## src/tra_pkg.sv

```systemverilog
// Package for the task run-time accounting block: item kinds, controller
// states, command/status structs. No dependencies.
package tra_pkg;

	localparam int TASK_SLOTS_DEF = 16;
	localparam logic [6:0] PERCENT = 7'd100;

	typedef enum logic [2:0] {
		K_REGISTER = 3'd0,
		K_READY    = 3'd1,
		K_RUN_BEG  = 3'd2,
		K_RUN_END  = 3'd3,
		K_SNAPSHOT = 3'd4,
		K_RESET    = 3'd5,
		K_IDLE_Q   = 3'd6,
		K_NONE     = 3'd7
	} kind_t;

	typedef enum logic [3:0] {
		ST_IDLE,
		ST_SEARCH,
		ST_CLOSE,
		ST_EMIT,
		ST_EMPTY,
		ST_CLEAR,
		ST_DIV_INIT,
		ST_DIV,
		ST_DIV_OUT
	} state_t;

	typedef struct packed {
		logic load;       // capture input item
		logic do_reg;     // register handle
		logic run_beg;    // set run start
		logic srch_init;  // reset search pointer
		logic srch_step;  // compare one slot
		logic set_ready;  // mark found slot ready
		logic close;      // charge run to found slot
		logic emit_init;  // reset emit pointer
		logic emit_step;  // present one entry, advance
		logic emit_empty; // empty snapshot answer
		logic clr;        // clear interval
		logic div_init;
		logic div_step;
		logic div_out;
	} cmd_t;

	typedef struct packed {
		kind_t kind;
		logic  srch_done;  // search finished
		logic  emit_done;  // last entry presented
		logic  empty;      // no tasks
		logic  div_done;
	} stat_t;

endpackage

```

## src/tra_ctrl.sv

```systemverilog
// Controller state machine for task run-time accounting.
// Depends on tra_pkg.
module tra_ctrl import tra_pkg::*; (
	input  logic  clk,
	input  logic  arst_n,
	input  logic  start,
	output logic  busy,
	input  stat_t st,
	output cmd_t  cmd
);

	state_t state_q, state_d;

	always_ff @(posedge clk or negedge arst_n) begin
		if (!arst_n) state_q <= ST_IDLE;
		else state_q <= state_d;
	end

	always_comb begin
		state_d = state_q;
		cmd = '0;
		busy = (state_q != ST_IDLE);
		unique case (state_q)
			ST_IDLE: begin
				if (start) begin
					cmd.load = 1'b1;
					state_d = ST_SEARCH;
				end
			end
			ST_SEARCH: begin
				// the search pointer is reset with the load; simple kinds are dispatched here
				unique case (st.kind)
					K_REGISTER: begin
						cmd.do_reg = 1'b1;
						state_d = ST_IDLE;
					end
					K_RUN_BEG: begin
						cmd.run_beg = 1'b1;
						state_d = ST_IDLE;
					end
					K_IDLE_Q: state_d = ST_DIV_INIT;
					K_NONE: state_d = ST_IDLE;
					default: begin
						cmd.srch_step = 1'b1;
						if (st.srch_done) state_d = ST_CLOSE;
					end
				endcase
			end
			ST_CLOSE: begin
				unique case (st.kind)
					K_READY: begin
						cmd.set_ready = 1'b1;
						state_d = ST_IDLE;
					end
					K_RUN_END: begin
						cmd.close = 1'b1;
						state_d = ST_IDLE;
					end
					K_SNAPSHOT: begin
						cmd.close = 1'b1;
						cmd.emit_init = 1'b1;
						state_d = st.empty ? ST_EMPTY : ST_EMIT;
					end
					default: begin
						cmd.close = 1'b1;
						state_d = ST_CLEAR;
					end
				endcase
			end
			ST_EMIT: begin
				cmd.emit_step = 1'b1;
				if (st.emit_done) state_d = ST_CLEAR;
			end
			ST_EMPTY: begin
				cmd.emit_empty = 1'b1;
				state_d = ST_CLEAR;
			end
			ST_CLEAR: begin
				cmd.clr = 1'b1;
				state_d = ST_IDLE;
			end
			ST_DIV_INIT: begin
				cmd.div_init = 1'b1;
				state_d = ST_DIV;
			end
			ST_DIV: begin
				cmd.div_step = 1'b1;
				if (st.div_done) state_d = ST_DIV_OUT;
			end
			ST_DIV_OUT: begin
				cmd.div_out = 1'b1;
				state_d = ST_IDLE;
			end
			default: state_d = ST_IDLE;
		endcase
		cmd.srch_init = cmd.load;
	end

endmodule

```

## config.mk

```make
export PLATFORM = sky130hd
export DESIGN_NAME = tra_ctrl
export DESIGN_NICKNAME = d
export VERILOG_FILES = /design/src/tra_pkg.sv /design/src/tra_ctrl.sv
export SDC_FILE = /design/constraint.sdc
export NUM_CORES = 1
export LEC_CHECK = 0
export ABC_AREA = 1
export BUFFER_PORTS_ARGS = -buffer_cell sky130_fd_sc_hd__buf_4
export CAP_MARGIN = 5
export CORE_MARGIN = 2
export CORE_UTILIZATION = 40
export CTS_CLUSTER_DIAMETER = 150
export DETAILED_ROUTE_END_ITERATION = 10
export GPL_TIMING_DRIVEN = 0
export PLACE_DENSITY = 0.69
export SKIP_LAST_GASP = 1
export SLEW_MARGIN = 20
export SYNTH_ARGS = -nofsm -noshare
export SYNTH_HDL_FRONTEND = slang
export SYNTH_SLANG_ARGS = --single-unit
```

## constraint.sdc

```tcl
create_clock -name clk -period 1.63 [get_ports clk]
set_input_delay 0.4075 -clock clk [delete_from_list [all_inputs] [get_ports clk]]
set_output_delay 0.4075 -clock clk [all_outputs]
set_load 0.01 [all_outputs]
```

* Word-level counts from Yosys, hierarchy flattened
Cells that the tools add are included.
** Storage, ports and cells
- Register bits :: 4
- Logic and storage cells :: 51
- Input bits :: 10
** Cells by class
- Equal/unequal tests :: 18
- Mux-type cells :: 25
- Reductions and logical operators :: 7
** Operators with widths (count)
- case mux 4 bit (7 select lines) :: 1
- == test 4 x 3 -> 1 bit (second input constant) :: 4
- two-way mux 4 bit :: 4
- two-way mux 1 bit :: 15
- == test 3 bit (second input constant) :: 3
- == test 4 x 2 -> 1 bit (second input constant) :: 2
- case mux 4 bit (2 select lines) :: 1
- == test 3 x 2 -> 1 bit (second input constant) :: 2
- two-way mux 3 bit :: 2
- != test 2 bit (second input constant) :: 3
- case mux 3 bit (2 select lines) :: 1
- == test 4 x 1 -> 1 bit (second input constant) :: 1
- == test 4 bit (second input constant) :: 1
- logical NOT 4 bit :: 1
- != test 4 x 3 -> 1 bit (second input constant) :: 1
- AND reduction 4 bit :: 1
- nonzero test 4 bit :: 1
- OR reduction 4 bit :: 1
- == test 3 x 1 -> 1 bit (second input constant) :: 1
- logical NOT 3 bit :: 1
- OR reduction 3 bit :: 1
- two-way mux 2 bit :: 1
- OR reduction 2 bit :: 1

* Depth between registers and ports, before layout
- Word-level depth :: 4
- Gate-level depth with buffers :: 8

* Least setup slack after synthesis
Ideal clock, no wire load.
- Path type :: register to output
- Start point :: register state_q[2]
- End point :: output port cmd[13] (netlist name)
- Stages on the path, launching flop included :: 7
- Buffers on the path :: 1
- Setup slack :: 45 ps
- Data arrival time :: 1178 ps
- Cells stage by stage :: dfrtp_1 -> inv_1 -> nand2_1 -> nor2_1 -> inv_1 -> nor2_1 -> buf_4
** RTL lines
- start, declared :: line tra_ctrl.sv:12 : state_t state_q, state_d;
- start signal, assigned :: line tra_ctrl.sv:16 : else state_q <= state_d;
- end, declared :: line tra_ctrl.sv:9 : output cmd_t cmd

==> flow_summary.ini <==
[sta]
min_period_over_period = 1.063
worst_clock_skew_ns = 0.007996
final_hold_viol_count = 0
drv_slew = 0
setup_total_negative_slack_ns = -0.7526
slew_headroom = 0.8492
worst_slew_pin_slew_ns = 0.2259
finalHoldWorstSlack_ns = 0.4950
rsz0062_at_grt = true
timing.final.crit_period_ns = 1.733
finalWorstSetupSlack_ns = -0.1029
finalSetupViolCount = 12
max_freq_mhz = 577.1

[status]
failed_checks = setup timing
outcome = complete, but fails checks

[detailed_routing]
drt_first_iter_violations = 12
ant_nets = 0
wire_per_inst_um = 11.75
routed_wl_um = 1809
routed-via-count = 761
avgViaCountPerCell = 4.942
dr_pass1_iterations = 4
detail_route.drc_violations = 0

[placed_design]
place.detailed.hpwl_um = 1113
place.gp.congestion = 0.7653
placement.setup.worst_slack_ns = -0.02211
port-buffer-count = 23

[final_layout]
largest_reg_flops = 4
fillerInstances = 103
finalCoreUtilization = 0.7662
top_regs = state_q: 4 flops
final_antenna_diode_count = 0
layout-drive-gt1-share = 0.5612
multi_input_comb_area_um2 = 402.9
finish.net_count = 151
area.growth.synth_to_final_pct = 83.49
sequential_cell_area_um2 = 103.9
regMostFlops = state_q

[pwr]
power_frac_comb = 0.765
maximum_vdd_drop_uv = 716.2
sequentialPowerShare = 0.142
clockPowerShare = 0.093
power_report.internal_total_mw = 0.7314
netSwitchingFraction = 0.4656
cellPowerDensity_nw_per_um2 = 1426
net-switching-power_mw = 0.6371
leakagePower_nw = 0.5470

[global_route]
gr-total-overflow = 0
wire_length_of_the_first_global_routing_pass_um = 2559
grtUsageTotal = 0.2414
grt_antenna_before_repair = 0
first_global_vias = 601
grt_start_max_net_pins = 10

[worst_setup_path]
setup.reg_to_reg.worst_slack_ns = 0.22
critPathKind = reg2out
cp-start-kind = flip-flop
cp_data_required_time_ns = 1.22
r2r_cells = 9
worstReg2RegEnd = state_q[0]$_DFFE_PN0P_
endpoint_kind = primary output
path_cells = buf_4, nand2_2, nor2_4, inv_2, a31oi_4, buf_6
critical_path_arrival_ns = 1.33
regToRegStartpoint = state_q[2]$_DFFE_PN0P_
cp_max_fo = 5
slowest_stage = dfrtp_2
cp_slowest_stage_delay_ns = 0.42

[yosys]
yosys.cell_types.count = 16
syn-num-nets = 107
synthesized_instance_count = 97
synth_sequential_area_ratio = 0.1914
synthesis.yosys.warnings = 0
postSynthAreaPerCell_um2 = 5.392
post_synth_instance_area_um2 = 523.0
synth_seq_cells = 4

[cts]
cts.root.buffer_cell = clkbuf_4
clock-sinks = 4
clkTransAtPathRegs_ns = 0.04
clock_path_buffers = 2
clock_tree.htree_level_count = 1
worst_skew_pair.late_latency_ns = 0.24
tritoncts_clock_tree = yes
cts_inserted_buffers = 3

[die]
initial_utilization = 0.4176
core.rowCount = 13
die_h_um = 40.16
core_area_um2 = 1252
design.portCount = 25
design.die.area_um2 = 1613
chipWidth_um = 40.16

[flow_run]
cap_viol_max_count = 0

[hold_path]
hold_path.class = in2async
==> cell usage in the layout (no fill, tap or decap) <==
cell type,n
nor3_2,2
inv_2,11
nand4_1,2
nor4_2,1
buf_4,36
clkbuf_4,3
dfrtp_2,3
buf_6,4
nand2_2,5
a21oi_1,1
nor2_4,6
nor2_2,3
nand2_1,18
nand2_4,1
nand3_1,13
dfrtp_1,1
inv_1,12
nor2_1,12
a31oi_4,1
nor3_1,1
dlygate4sd3_1,1
nand3_2,2
==> worst max-delay path by stage <==
stage / slack (ns) / end / startpoint / depth (start not counted)
after global routing: -0.18 / cmd[13] / state_q[0]$_DFFE_PN0P_ / 7
after global placement: 0.009 / cmd[13] / state_q[1]$_DFFE_PN0P_ / 7
after detailed placement: -0.02 / cmd[13] / state_q[0]$_DFFE_PN0P_ / 7
after floorplan: 0.04 / cmd[13] / state_q[2]$_DFFE_PN0P_ / 6
final: -0.10 / cmd[7] / state_q[1]$_DFFE_PN0P_ / 6
after CTS: -0.12 / cmd[13] / state_q[1]$_DFFE_PN0P_ / 7
==> Yosys cell counts <==
library cell	number	area share
nand2_2	2	0.024
inv_2	5	0.036
buf_4	2	0.029
nor2_4	1	0.022
inv_1	18	0.13
nor4_1	1	0.012
nor3_1	3	0.029
nand4_1	2	0.024
nand2_1	22	0.16
a21oi_1	1	0.0096
nor2_1	16	0.11
nand3_1	13	0.12
nand3_2	2	0.038
dfrtp_1	4	0.19
nor2_2	4	0.048
a31oi_1	1	0.012
==> logic make-up (layout without fill, tap and decap cells) <==
family,Yosys count,after routing,share of synthesized area
compound gates,2,2,0.02153
flops,4,4,0.1914
buf+inv,25,67,0.1938
simple gates,66,66,0.5933
==> routing by layer <==
metal  vias up  share of wire  global-route usage
met5         -              0                   0
met1       344           0.42              0.2881
met2        34           0.52              0.4234
met3         0          0.061             0.06667
met4         0              0             0.05172
li1        383              -                   -
==> per-stage QoR <==
stage	power, mW	instances	cell area (um^2)
6_report	1.368	154	959.7
4_1_cts	1.244	151	892.1
3_5_place_dp	0.8140	135	714.4
5_1_grt	1.479	154	959.7
2_1_floorplan	0.5929	97	523.0
3_3_place_gp	0.8052	135	714.4
==> critical path, delay by kind of cell (launching register included) <==
family | cells | cell delay, ns
simple gates | 2 | 0.18
compound gates | 1 | 0.15
flops | 1 | 0.42
buf+inv | 3 | 0.33
==> cell type report <==
| class | instances | area share |
|---|---|---|
| Buffer | 2 | 0.01565 |
| Sequential cell | 4 | 0.1082 |
| Inverter | 23 | 0.08996 |
| Tap cell | 15 | 0.01956 |
| Clock buffer | 3 | 0.02347 |
| Timing Repair Buffer | 39 | 0.3233 |
| Multi-Input combinational cell | 68 | 0.4198 |
==> power by group through the flow <==
stage          clock network, mW  logic [mW]  registers, mW
2_1_floorplan                  0       0.428          0.165
3_3_place_gp                   0       0.630          0.175
3_5_place_dp                   0       0.638          0.176
4_1_cts                    0.135       0.930          0.178
5_1_grt                    0.144        1.14          0.195
6_report                   0.127        1.05          0.194
==> what timing repair did <==
action                     in CTS  in global routing
hold endpoints to repair        4                  0
hold buffers                    1                  0
setup buffers                  12                  3
gates resized for setup        21                 11
setup endpoints to repair      10                 15
pin swaps                       4                  2
Note: power is estimated with default switching activity, not from simulation.
